<file path="config.mk">
export PLATFORM = sky130hd
export DESIGN_NAME = nmea_sentence_validator_top
export DESIGN_NICKNAME = d
export VERILOG_FILES = /design/src/rtl/nsv_pkg.sv /design/src/rtl/nsv_in_stage.sv /design/src/rtl/nsv_parser.sv /design/src/rtl/nsv_out_stage.sv /design/src/rtl/nmea_sentence_validator_top.sv
export SDC_FILE = /design/constraint.sdc
export NUM_CORES = 1
export LEC_CHECK = 0
export ABC_AREA = 1
export BUFFER_PORTS_ARGS = -buffer_cell sky130_fd_sc_hd__buf_4
export CORE_ASPECT_RATIO = 0.7
export CORE_MARGIN = 10
export CORE_UTILIZATION = 47
export CTS_CLUSTER_SIZE = 20
export DETAILED_ROUTE_END_ITERATION = 12
export GPL_TIMING_DRIVEN = 0
export PLACE_DENSITY = 0.66
export SLEW_MARGIN = 20
export SYNTH_ARGS = -nofsm -noshare
export SYNTH_HDL_FRONTEND = slang
export SYNTH_SLANG_ARGS = --single-unit
</file>
<file path="constraint.sdc">
create_clock -name clk -period 4.7 [get_ports clk]
set_input_delay 0.47 -clock clk [delete_from_list [all_inputs] [get_ports clk]]
set_output_delay 0.47 -clock clk [all_outputs]
set_load 0.1 [all_outputs]
</file>
<file path="src/rtl/nsv_pkg.sv">
// shared types, character codes and helper functions for the sentence checker
`default_nettype none

package nsv_pkg;

    localparam logic [7:0] CHAR_DOLLAR = 8'h24;
    localparam logic [7:0] CHAR_STAR   = 8'h2A;
    localparam logic [7:0] CHAR_COMMA  = 8'h2C;
    localparam logic [7:0] CHAR_A      = 8'h41;
    localparam logic [7:0] CHAR_ZERO   = 8'h30;
    localparam logic [7:0] CHAR_NINE   = 8'h39;
    localparam logic [7:0] CHAR_UP_A   = 8'h41;
    localparam logic [7:0] CHAR_UP_F   = 8'h46;
    localparam logic [7:0] CHAR_LO_A   = 8'h61;
    localparam logic [7:0] CHAR_LO_F   = 8'h66;

    localparam logic [2:0] TIME_DIGITS   = 3'd6;
    localparam logic [2:0] TIME_TOO_LONG = 3'd7;
    localparam logic [1:0] FIELD_TIME    = 2'd1;
    localparam logic [1:0] FIELD_STATUS  = 2'd2;
    localparam logic [1:0] FIELD_SAT     = 2'd3;

    localparam logic [6:0] MAX_HOUR   = 7'd23;
    localparam logic [6:0] MAX_MINSEC = 7'd59;
    localparam logic [7:0] HOURS_DAY  = 8'd24;

    localparam int TDATA_OUT_W = 48;

    typedef struct packed {
        logic       after_dollar;
        logic       after_star;
        logic [7:0] xor_accumulator;
        logic [15:0] hex_accumulator;
        logic [2:0] hex_digit_count;
        logic       hex_bad;
        logic [1:0] field_count;
        logic       status_seen;
        logic [6:0] hour_digits;
        logic [6:0] minute_digits;
        logic [6:0] second_digits;
        logic [2:0] time_digit_count;
        logic       time_stopped;
    } nsv_state_t;

    typedef struct packed {
        logic        checksum_ok;
        logic [7:0]  computed_checksum;
        logic [15:0] received_checksum;
        logic        checksum_format_error;
        logic        fix_valid;
        logic        time_valid;
        logic [4:0]  local_hour;
        logic [5:0]  time_minute;
        logic [5:0]  time_second;
    } nsv_result_t;

    // {valid, nibble}
    function automatic logic [4:0] hex_decode(input logic [7:0] c);
        logic [7:0] d;
        d = 8'd0;
        if (c >= CHAR_ZERO && c <= CHAR_NINE) begin
            d = c - CHAR_ZERO;
            return {1'b1, d[3:0]};
        end else if (c >= CHAR_UP_A && c <= CHAR_UP_F) begin
            d = c - CHAR_UP_A + 8'd10;
            return {1'b1, d[3:0]};
        end else if (c >= CHAR_LO_A && c <= CHAR_LO_F) begin
            d = c - CHAR_LO_A + 8'd10;
            return {1'b1, d[3:0]};
        end
        return 5'd0;
    endfunction

    // acc * 10 + digit, kept to 7 bits
    function automatic logic [6:0] mul10_add(input logic [6:0] acc, input logic [3:0] dig);
        logic [6:0] t;
        t = {acc[3:0], 3'b000} + {acc[5:0], 1'b0} + {3'b000, dig};
        return t;
    endfunction

endpackage

`default_nettype wire

</file>
<file path="src/rtl/nsv_in_stage.sv">
// input register stage for sentence bytes
`default_nettype none

module nsv_in_stage (
    input  wire logic       clk,
    input  wire logic       rst_n,
    input  wire logic       in_valid,
    output logic            in_ready,
    input  wire logic [7:0] in_char,
    input  wire logic       in_last,
    input  wire logic       out_free,
    output logic            consume,
    output logic [7:0]      char_byte,
    output logic            end_of_sentence
);

    logic       valid_reg;
    logic [7:0] char_reg;
    logic       last_reg;

    // a final byte waits until the result slot is free
    assign consume         = valid_reg && (!last_reg || out_free);
    assign in_ready        = !valid_reg || consume;
    assign char_byte       = char_reg;
    assign end_of_sentence = last_reg;

    always_ff @(posedge clk or negedge rst_n)
    begin
        if (!rst_n)
        begin
            valid_reg <= 1'b0;
        end
        else if (in_ready)
        begin
            valid_reg <= in_valid;
        end
    end

    always_ff @(posedge clk)
    begin
        if (in_ready && in_valid)
        begin
            char_reg <= in_char;
            last_reg <= in_last;
        end
    end

endmodule

`default_nettype wire

</file>
<file path="src/rtl/nsv_parser.sv">
// per-byte parse state and result computation
`default_nettype none

module nsv_parser #(
    parameter int CHECKSUM_DIGITS = 4
) (
    input  wire logic         clk,
    input  wire logic         rst_n,
    input  wire logic         consume,
    input  wire logic [7:0]   char_byte,
    input  wire logic         end_of_sentence,
    input  wire logic [4:0]   zone_offset_hours,
    output nsv_pkg::nsv_result_t result
);

    import nsv_pkg::*;

    localparam logic [2:0] DIGIT_LIMIT = 3'(CHECKSUM_DIGITS);

    nsv_state_t state_reg;
    nsv_state_t state_next;
    logic [4:0] hex_dec;
    logic       is_digit;
    logic [7:0] digit_full;
    logic [3:0] digit;
    logic       time_ok;
    logic [7:0] hour_sum;
    logic [7:0] hour_wrap1;
    logic [7:0] hour_wrap2;

    assign hex_dec    = hex_decode(char_byte);
    assign is_digit   = (char_byte >= CHAR_ZERO) && (char_byte <= CHAR_NINE);
    assign digit_full = char_byte - CHAR_ZERO;
    assign digit      = digit_full[3:0];

    always_comb
    begin
        state_next = state_reg;

        // field tracking and time/status capture
        if (char_byte == CHAR_COMMA)
        begin
            if (state_reg.field_count != FIELD_SAT)
                state_next.field_count = state_reg.field_count + 2'd1;
        end
        else if (state_reg.field_count == FIELD_TIME)
        begin
            if (!state_reg.time_stopped)
            begin
                if (!is_digit)
                begin
                    state_next.time_stopped = 1'b1;
                end
                else
                begin
                    case (state_reg.time_digit_count) inside
                        3'd0, 3'd1:
                        begin
                            state_next.hour_digits = mul10_add(state_reg.hour_digits, digit);
                            state_next.time_digit_count = state_reg.time_digit_count + 3'd1;
                        end
                        3'd2, 3'd3:
                        begin
                            state_next.minute_digits =
                                mul10_add(state_reg.minute_digits, digit);
                            state_next.time_digit_count = state_reg.time_digit_count + 3'd1;
                        end
                        3'd4, 3'd5:
                        begin
                            state_next.second_digits =
                                mul10_add(state_reg.second_digits, digit);
                            state_next.time_digit_count = state_reg.time_digit_count + 3'd1;
                        end
                        default:
                        begin
                            state_next.time_digit_count = TIME_TOO_LONG;
                            state_next.time_stopped     = 1'b1;
                        end
                    endcase
                end
            end
        end
        else if (state_reg.field_count == FIELD_STATUS && char_byte == CHAR_A)
        begin
            state_next.status_seen = 1'b1;
        end

        // checksum framing
        if (state_reg.after_star)
        begin
            if (!hex_dec[4])
            begin
                state_next.hex_bad = 1'b1;
            end
            else if (state_reg.hex_digit_count < DIGIT_LIMIT)
            begin
                state_next.hex_accumulator = {state_reg.hex_accumulator[11:0], hex_dec[3:0]};
                state_next.hex_digit_count = state_reg.hex_digit_count + 3'd1;
            end
            else
            begin
                state_next.hex_bad = 1'b1;
            end
        end
        else if (char_byte == CHAR_STAR)
        begin
            state_next.after_star = 1'b1;
        end
        else if (char_byte == CHAR_DOLLAR)
        begin
            state_next.after_dollar = 1'b1;
        end
        else if (state_reg.after_dollar)
        begin
            state_next.xor_accumulator = state_reg.xor_accumulator ^ char_byte;
        end
    end

    // result from the state after the final byte
    assign time_ok = (state_next.time_digit_count == TIME_DIGITS)
                  && (state_next.hour_digits <= MAX_HOUR)
                  && (state_next.minute_digits <= MAX_MINSEC)
                  && (state_next.second_digits <= MAX_MINSEC);

    assign hour_sum   = {1'b0, state_next.hour_digits} + {3'b000, zone_offset_hours};
    assign hour_wrap1 = (hour_sum >= HOURS_DAY) ? hour_sum - HOURS_DAY : hour_sum;
    assign hour_wrap2 = (hour_wrap1 >= HOURS_DAY) ? hour_wrap1 - HOURS_DAY : hour_wrap1;

    always_comb
    begin
        result.checksum_ok = state_next.after_star
                          && (state_next.hex_digit_count != 3'd0)
                          && !state_next.hex_bad
                          && (state_next.hex_accumulator == {8'd0, state_next.xor_accumulator});
        result.computed_checksum     = state_next.xor_accumulator;
        result.received_checksum     = state_next.hex_accumulator;
        result.checksum_format_error = state_next.hex_bad;
        result.fix_valid             = state_next.status_seen;
        result.time_valid            = time_ok;
        result.local_hour  = time_ok ? hour_wrap2[4:0] : 5'd0;
        result.time_minute = time_ok ? state_next.minute_digits[5:0] : 6'd0;
        result.time_second = time_ok ? state_next.second_digits[5:0] : 6'd0;
    end

    always_ff @(posedge clk or negedge rst_n)
    begin
        if (!rst_n)
        begin
            state_reg <= '0;
        end
        else if (consume)
        begin
            state_reg <= end_of_sentence ? '0 : state_next;
        end
    end

endmodule

`default_nettype wire

</file>
<file path="src/rtl/nsv_out_stage.sv">
// result register driving the output stream
`default_nettype none

module nsv_out_stage (
    input  wire logic                          clk,
    input  wire logic                          rst_n,
    input  wire logic                          load,
    input  wire nsv_pkg::nsv_result_t          result,
    output logic                               out_free,
    output logic                               out_valid,
    input  wire logic                          out_ready,
    output logic [nsv_pkg::TDATA_OUT_W-1:0]    out_data
);

    import nsv_pkg::*;

    logic        valid_reg;
    nsv_result_t result_reg;

    assign out_free  = !valid_reg || out_ready;
    assign out_valid = valid_reg;

    // low bit first: ok, computed, received, format error, fix, time valid, hour, min, sec
    assign out_data = {3'b000,
                       result_reg.time_second,
                       result_reg.time_minute,
                       result_reg.local_hour,
                       result_reg.time_valid,
                       result_reg.fix_valid,
                       result_reg.checksum_format_error,
                       result_reg.received_checksum,
                       result_reg.computed_checksum,
                       result_reg.checksum_ok};

    always_ff @(posedge clk or negedge rst_n)
    begin
        if (!rst_n)
        begin
            valid_reg <= 1'b0;
        end
        else if (load)
        begin
            valid_reg <= 1'b1;
        end
        else if (out_ready)
        begin
            valid_reg <= 1'b0;
        end
    end

    always_ff @(posedge clk)
    begin
        if (load)
        begin
            result_reg <= result;
        end
    end

endmodule

`default_nettype wire

</file>
<file path="src/rtl/nmea_sentence_validator_top.sv">
// top level of the nmea sentence checker
//
// nmea sentence checker. bytes of one sentence enter on the slave stream, one
// request per byte, with tlast on the final byte. bytes other than '$' strictly
// between the first '$' and the first '*' are xored into the computed checksum;
// every byte after '*' must be a hex digit and up to CHECKSUM_DIGITS of them
// form the received checksum (anything else, or too many digits, raises the
// format error). commas split fields: field one gives hhmmss, field two gives
// the fix status 'A'. for each sentence exactly one result request leaves on
// the master stream after the final byte, and all parse state then clears.
// local_hour is the utc hour plus zone_offset_hours, modulo 24; the offset
// register resets to 8 and is written through cfg_wr_en/cfg_wr_data; the user
// must write it only while the block is idle, the block does not enforce it.
// throughput: one byte per clock unless a final byte is waiting. the final
// byte is taken into the input register, and the parse logic then loads its
// result into the result register. a final byte waits in the input register
// only while an earlier result is still held by the downstream side; other
// bytes never wait.
`default_nettype none

module nmea_sentence_validator_top #(
    parameter int CHECKSUM_DIGITS = 4
) (
    input  wire logic        clk,
    input  wire logic        rst_n,
    // sentence byte stream
    input  wire logic        s_axis_tvalid,
    output logic             s_axis_tready,
    input  wire logic [7:0]  s_axis_tdata,   // [7:0] char_byte
    input  wire logic        s_axis_tlast,   // end_of_sentence
    // result stream
    output logic             m_axis_tvalid,
    input  wire logic        m_axis_tready,
    // [0] checksum_ok, [8:1] computed_checksum, [24:9] received_checksum,
    // [25] checksum_format_error, [26] fix_valid, [27] time_valid,
    // [32:28] local_hour, [38:33] time_minute, [44:39] time_second, [47:45] zero
    output logic [47:0]      m_axis_tdata,
    // zone offset register
    input  wire logic        cfg_wr_en,
    input  wire logic [4:0]  cfg_wr_data
);

    import nsv_pkg::*;

    localparam logic [4:0] ZONE_RESET = 5'd8;

    logic        consume;
    logic        out_free;
    logic [7:0]  char_byte;
    logic        end_of_sentence;
    logic [4:0]  zone_reg;
    nsv_result_t result;

    // zone offset, added as given and wrapped in the parser
    always_ff @(posedge clk or negedge rst_n)
    begin
        if (!rst_n)
        begin
            zone_reg <= ZONE_RESET;
        end
        else if (cfg_wr_en)
        begin
            zone_reg <= cfg_wr_data;
        end
    end

    // input register holds one byte request
    nsv_in_stage u_in (
        .clk             (clk),
        .rst_n           (rst_n),
        .in_valid        (s_axis_tvalid),
        .in_ready        (s_axis_tready),
        .in_char         (s_axis_tdata),
        .in_last         (s_axis_tlast),
        .out_free        (out_free),
        .consume         (consume),
        .char_byte       (char_byte),
        .end_of_sentence (end_of_sentence)
    );

    // parse state updates once per consumed byte
    nsv_parser #(
        .CHECKSUM_DIGITS (CHECKSUM_DIGITS)
    ) u_parse (
        .clk               (clk),
        .rst_n             (rst_n),
        .consume           (consume),
        .char_byte         (char_byte),
        .end_of_sentence   (end_of_sentence),
        .zone_offset_hours (zone_reg),
        .result            (result)
    );

    // result register, loaded on the final byte of a sentence
    nsv_out_stage u_out (
        .clk       (clk),
        .rst_n     (rst_n),
        .load      (consume && end_of_sentence),
        .result    (result),
        .out_free  (out_free),
        .out_valid (m_axis_tvalid),
        .out_ready (m_axis_tready),
        .out_data  (m_axis_tdata)
    );

endmodule

`default_nettype wire

</file>
=== Yosys cells after proc, flatten, opt, wreduce, memory -nomap -nowiden ===
Index checks and enable logic that the tools add are counted.

* $add $sub $neg: 17
* Order comparisons: 12
* Equality and inequality tests: 17
* Mux-type cells: 45
* Bitwise gates (word level): 1
* Reduce and logical (&&, ||, !) cells: 33

{| class="wikitable"
|+ Operators with widths
! cell !! count
|-
| two-way mux 58 bit || 1
|-
| two-way mux 25 bit || 2
|-
| two-way mux 7 bit || 6
|-
| two-way mux 19 bit || 2
|-
| two-way mux 8 bit || 4
|-
| two-way mux 26 bit || 1
|-
| two-way mux 5 bit || 5
|-
| equality test 8 x 6 -> 1 bit, second input constant || 3
|-
| two-way mux 24 bit || 1
|-
| adder 7 x 4 -> 7 bit || 3
|-
| adder 7 bit || 3
|-
| two-way mux 20 bit || 1
|-
| equality test 16 x 8 -> 1 bit || 1
|-
| greater-or-equal comparator 8 x 5 -> 1 bit, second input constant || 2
|-
| greater-or-equal comparator 8 x 7 -> 1 bit, second input constant || 2
|-
| less-or-equal comparator 8 x 7 -> 1 bit, second input constant || 2
|-
| two-way mux 1 bit || 16
|-
| less-or-equal comparator 7 x 6 -> 1 bit, second input constant || 2
|-
| logical AND 1 bit || 13
|-
| subtractor 4 x 1 -> 4 bit, second input constant || 3
|-
| two-way mux 10 bit || 1
|-
| nonzero test 2 bit || 5
|-
| equality test 3 bit, second input constant || 3
|-
| two-way mux 3 bit || 3
|-
| other kinds (25) || 40
|}

* Bits in registers: 119
* Bits of input ports: 19
* Output and inout port bits: 50
* Word-level logic and storage cells: 152

=== Longest topological paths before layout ===
* Depth in word-level cells: 14
* Mapped depth: 29
* Gate-level depth less buffers: 29

=== Modules after synthesis ===
From an unflattened synthesis, not the netlist that was laid out.

* Cells, all modules: 759
* Area total of the unflattened synthesis: 6952.9 sq um

{| class="wikitable"
|+ By module, submodules not included
! module !! times used !! cells each !! area an instance (sq um) !! sequential area each (sq um)
|-
| nsv_parser || 1 || 665 || 5004.8 || 1451.4
|-
| nsv_out_stage || 1 || 54 || 1422.6 || 1376.3
|-
| nsv_in_stage || 1 || 17 || 331.6 || 295.3
|-
| nmea_sentence_validator_top || 1 || 23 || 193.9 || 126.4
|}

=== Worst setup path before layout ===
Ideal clock, no wire load.

* Path type: flip-flop to flip-flop
* Start: register u_in.char_reg[1] (netlist: u_in.char_byte[1])
* End: register u_out.result_reg, in the netlist u_out.out_data[32], data pin
* Library setup time: 0.254 ns
* Arrival time: 3.602 ns
* Required time: 4.446 ns
* Slack: 0.844 ns
* Cell stages (with the launch flop): 26
* Buffers on the path: 0
* Clock period less this slack: 3.856 ns
* Cell sequence: edfxtp_1 -> inv_1 -> ha_1 -> nand2_1 -> nand3_2 -> nand4_2 -> nor2_4 -> inv_2 -> o21ai_0 -> inv_1 -> ha_1 -> fa_1 -> nand3_1 -> nand2_1 -> or2_2 -> nand2_1 -> inv_1 -> ha_1 -> nand4_1 -> nand3_1 -> nor2_1 -> nand2_1 -> nand2_1 -> inv_1 -> a21oi_1 -> nor2_1

* Longest elaborated chain between the ends: 12

{| class="wikitable"
|+ Ends and longest elaborated chain
! what !! line !! RTL
|-
| from (decl) || nsv_in_stage.sv:18 || <nowiki>logic [7:0] char_reg;</nowiki>
|-
| from (signal assigned) || nsv_in_stage.sv:43 || <nowiki>char_reg <= in_char;</nowiki>
|-
| subtractor 4 x 1 -> 4 bit || nsv_parser.sv:33 || <nowiki>assign digit_full = char_byte - CHAR_ZERO;</nowiki>
|-
| adder 7 x 4 -> 7 bit || nsv_pkg.sv:77 || <nowiki>t = {acc[3:0], 3'b000} + {acc[5:0], 1'b0} + {3'b000, dig};</nowiki>
|-
| two-way mux 7 bit || nsv_parser.sv:56 || <nowiki>case (state_reg.time_digit_count) inside</nowiki>
|-
| two-way mux 24 bit || nsv_parser.sv:50 || <nowiki>if (!is_digit)</nowiki>
|-
| two-way mux 25 bit || nsv_parser.sv:48 || <nowiki>if (!state_reg.time_stopped)</nowiki>
|-
| two-way mux 25 bit || nsv_parser.sv:46 || <nowiki>else if (state_reg.field_count == FIELD_TIME)</nowiki>
|-
| two-way mux 26 bit * || nsv_parser.sv:41 || <nowiki>if (char_byte == CHAR_COMMA)</nowiki>
|-
| adder 7 x 5 -> 8 bit || nsv_parser.sv:125 || <nowiki>assign hour_sum = {1'b0, state_next.hour_digits} + {3'b000, zone_offset_hours};</nowiki>
|-
| subtractor 8 x 5 -> 8 bit / greater-or-equal comparator 8 x 5 -> 1 bit (equally long branches) || nsv_parser.sv:126 || <nowiki>assign hour_wrap1 = (hour_sum >= HOURS_DAY) ? hour_sum - HOURS_DAY : hour_sum;</nowiki>
|-
| two-way mux 8 bit || nsv_parser.sv:126 ||
|-
| greater-or-equal comparator 8 x 5 -> 1 bit / subtractor 5 bit (equally long branches) || nsv_parser.sv:127 || <nowiki>assign hour_wrap2 = (hour_wrap1 >= HOURS_DAY) ? hour_wrap1 - HOURS_DAY : hour_wrap1;</nowiki>
|-
| two-way mux 5 bit || nsv_parser.sv:127 ||
|-
| to (signal assigned) || nsv_out_stage.sv:55 || <nowiki>result_reg <= result;</nowiki>
|-
| to (decl) || nsv_out_stage.sv:18 || <nowiki>nsv_result_t result_reg;</nowiki>
|}

Mark *: on every way between the ends. The rest lies on a longest branch, timed or not. The select of a mux whose other input is x is not followed.
A chain may end at the register's enable or synchronous reset.

=== Worst setup path after layout ===
* Start: register u_in.char_reg[3] (netlist: u_in.char_byte[3])
* End: register u_out.result_reg, in the netlist u_out.out_data[32], data pin

The elaborated chain is that of the path after synthesis.

==> flow_metrics.env <==
export IMPL_status="complete, no violations"
export IMPL_syn_inst=745
export IMPL_slew_viol_final=0
export IMPL_cap_violations=0
export IMPL_fmax_mhz=232.9
export IMPL_dpl_instance_area_um2=7582
export IMPL_ys_ff_latch=119
export IMPL_slowest_stage="edfxtp_1"
export IMPL_synth_cell_area_um2=6829
export IMPL_postSynthAreaPerCell_um2=9.167
export IMPL_die_x_um=164.1
export IMPL_dieArea_um2=19830
export IMPL_path_clk_slew_ps=60
export IMPL_n_antenna_cell=0
export IMPL_portBuffers=65
export IMPL_power_frac_seq_pct=40.4
export IMPL_place_gp_congestion=0.8437
export IMPL_firstDrtPassIters=6
export IMPL_worstPathRequired_ps=4880
export IMPL_detail_route_wirelength_um=16610
export IMPL_coreArea_um2=14050
export IMPL_viasPerCell=5.264
export IMPL_arrival_ps=4470
export IMPL_grt_first_pass_wirelength_um=27430
export IMPL_crit_top_cell="nand2_1"
export IMPL_synth_ff_type="dfrtp_1"
export IMPL_cts_max_path_buffers=2
export IMPL_static_leakage_power_nw=4.046
export IMPL_die_h_um=120.9
export IMPL_peakVddDrop_mv=0.2306
export IMPL_hold_slack_ps=172.1
export IMPL_cts_made_buffers=17
export IMPL_ys_warn_count=0
export IMPL_max_slew_margin_rel_pct=41.07
export IMPL_worst_r2r_path_depth=19
export IMPL_p_switching_uw=790.8
export IMPL_largest_reg_flops=58
export IMPL_cp_top_family="adder cells"
export IMPL_synth_top_family_by_area="simple AND/OR/NAND/NOR gates"
export IMPL_fin_crit_ps=4294
export IMPL_synthAdderAreaFrac_pct=10.11
export IMPL_drt_iter0_drc=333
export IMPL_finClkSkew_ps=7.965
export IMPL_worstMarginPinSlew_ps=884.0
export IMPL_total_power_mw=2.820
export IMPL_std_cell_rows=36
export IMPL_synth_mux_area_share_pct=1.154
export IMPL_final_area_um2=8230
export IMPL_path_max_fanout=8
export IMPL_wire_per_inst_um=15.95
export IMPL_tns_ps=0
export IMPL_io_pins=69
export IMPL_crit_path_max_incr_delay_ps=630
export IMPL_root_buffer="clkbuf_16"
export IMPL_setup_viol=0
export IMPL_yosysUniqueCellTypes=47
export IMPL_finalHoldViolations=0
export IMPL_synth_top_area_share_pct=23.74
export IMPL_antenna_found_initial=0
export IMPL_grt_total_usage_pct=17.45
export IMPL_fillers=1204
export IMPL_crit_reg2reg_launch="u_in.char_byte[3]"
export IMPL_grt_overflow_total=0
export IMPL_vias=5480
export IMPL_synth_top_cell_by_area="edfxtp_1"
export IMPL_final_util_pct=58.56
export IMPL_start_kind="flop"
export IMPL_power_internal_mw=2.029
export IMPL_nets=908
export IMPL_postRouteAntennaNets=0
export IMPL_synth_compound_area_share_pct=10.43
export IMPL_r2r_setup_slack_ps=410
export IMPL_combinationalPowerShare_pct=12.3
export IMPL_hpwlAfterDp_um=12270
export IMPL_reg2reg_to="u_out.out_data[32]"
export IMPL_yosys_area_share_simple_pct=18.96
export IMPL_cts_sinks=119
export IMPL_cts_tree="yes"
export IMPL_power_frac_clock_pct=47.2
export IMPL_initial_core_util_pct=48.59
export IMPL_ys_top_cells_by_area="edfxtp_1 24%, dfrtp_1 23%, nand2_1 8.7%"
export IMPL_areaGrowthSynthToFinish_pct=20.52
export IMPL_synth_seq_area_share_pct=47.58
export IMPL_grt_start_max_net_pins=66
export IMPL_netSwitchingFraction_pct=28.04
export IMPL_rsz0062_at_grt="false"
export IMPL_critPathBufInv=2
export IMPL_path_cells="fa_1, fa_1, nand2_1, o21ai_0, ha_1, a21oi_1, nand2_1, or2_2, nand2_1, inv_1, ha_1, nand4_1, nand3_1, nor2_1, nand2_1, nand2_1, inv_1, a21oi_1, nor2_1"
export IMPL_hp_class="input pin to async pin"
export IMPL_drive_gt1_share_pct=18.68
export IMPL_grt_pass1_vias=5494
export IMPL_worstSetupPathType="flop to flop"
export IMPL_period_share_pct=91.36
export IMPL_power_density_nw_per_um2=342.6
export IMPL_synth_xor_area_share_pct=2.693
export IMPL_drcViolationCount=0
export IMPL_synthArstFlopShare_pct=54.62
export IMPL_endpoint_kind="flop"
export IMPL_synth_edff_count=54
export IMPL_cts_max_level=4
export IMPL_clk_latency_ps=430
## cells in the final DEF, fill, tap and decap left out, types with 17 or more instances in the layout
cell / n
nand2_1: 159
inv_1: 124
buf_4: 76
dfrtp_1: 64
o21ai_0: 58
edfxtp_1: 54
ha_1: 44
nand3_1: 33
nor2_1: 30
o22ai_1: 29
clkbuf_16: 17
## cell type report
type                            instances  area [µm²]  area share, %
Clock buffer                           17       425.4          5.169
Sequential cell                       119        3249          39.48
Multi-Input combinational cell        478        2974          36.14
Clock inverter                         15       175.2          2.128
Timing Repair Buffer                   72       553.0          6.719
Inverter                              131       491.7          5.974
Buffer                                 19       123.9          1.505
Tap cell                              190       237.7          2.888
## synthesized netlist by cell type (2+ instances only)
| cell type | instances |
|---|---|
| nand2_1 | 159 |
| inv_1 | 125 |
| dfrtp_1 | 64 |
| o21ai_0 | 59 |
| edfxtp_1 | 54 |
| ha_1 | 44 |
| nand3_1 | 33 |
| nor2_1 | 31 |
| o22ai_1 | 29 |
| a21oi_1 | 13 |
| nand4_1 | 13 |
| xor2_1 | 13 |
| nor2_4 | 12 |
| clkbuf_1 | 10 |
| xnor2_1 | 8 |
| fa_1 | 7 |
| mux2_2 | 7 |
| nor3_1 | 6 |
| o21ai_1 | 6 |
| buf_4 | 5 |
| inv_2 | 5 |
| nand2_2 | 5 |
| a211oi_1 | 3 |
| buf_6 | 3 |
| a21oi_2 | 2 |
| a22o_1 | 2 |
| a31oi_1 | 2 |
| nand2_4 | 2 |
| nand3_2 | 2 |
| nor2_2 | 2 |
| o21ai_2 | 2 |
| o31ai_1 | 2 |
## power by group through the flow
stage / clock, mW / combinational (mW) / sequential [mW]
floorplan: 0 / 0.113 / 1.29
global placement: 0 / 0.334 / 1.16
detailed placement: 0 / 0.343 / 1.16
CTS: 1.35 / 0.344 / 1.14
global route: 1.39 / 0.371 / 1.14
finish: 1.33 / 0.347 / 1.14
## cells by family after synthesis
logic type               count (synthesis)
AND/OR/NAND/NOR                        271
other                                    1
adder cells (fa/ha/maj)                 51
AO/OA/AOI/OAI                          125
flip-flops                             119
buffers and inverters                  150
multiplexers                             7
XOR/XNOR                                21
## repair_timing
action / in CTS / in global routing
endpoints found under the setup margin: 0 / 2
gates resized for setup: 0 / 2
setup buffers: 0 / 6
hold buffers: 0 / 0
## metal layers
metal / share of wire (%) / track usage [%] / wire [µm]
met1: 48 / 23.32 / 7899
met2: 43 / 26.01 / 7158
met3: 7.6 / 5.220 / 1270
met4: 1.7 / 6.904 / 278
met5: 0 / 0 / 0
## through the flow
| step | worst slack, ps | cells |
|---|---|---|
| floorplan | 844.2 | 747 |
| global placement | 234.4 | 1002 |
| detailed placement | 83.66 | 1003 |
| CTS | 69.48 | 1035 |
| global route | 33.34 | 1041 |
| finish | 406.0 | 1041 |
## worst max path at each step
| stage | depth (start not counted) | slack [ps] | to | from |
|---|---|---|---|---|
| after floorplan | 25 | 840 | u_out.out_data[32] | u_in.char_byte[1] |
| after global placement | 26 | 230 | u_out.out_data[32] | u_in.char_byte[0] |
| after detailed placement | 26 | 80 | u_out.out_data[32] | u_in.char_byte[0] |
| after CTS | 26 | 70 | u_out.out_data[32] | u_in.char_byte[0] |
| after global routing | 19 | 30 | u_out.out_data[32] | u_in.char_byte[3] |
| final | 19 | 410 | u_out.out_data[32] | u_in.char_byte[3] |
Note: power is estimated with default switching activity, not from simulation.
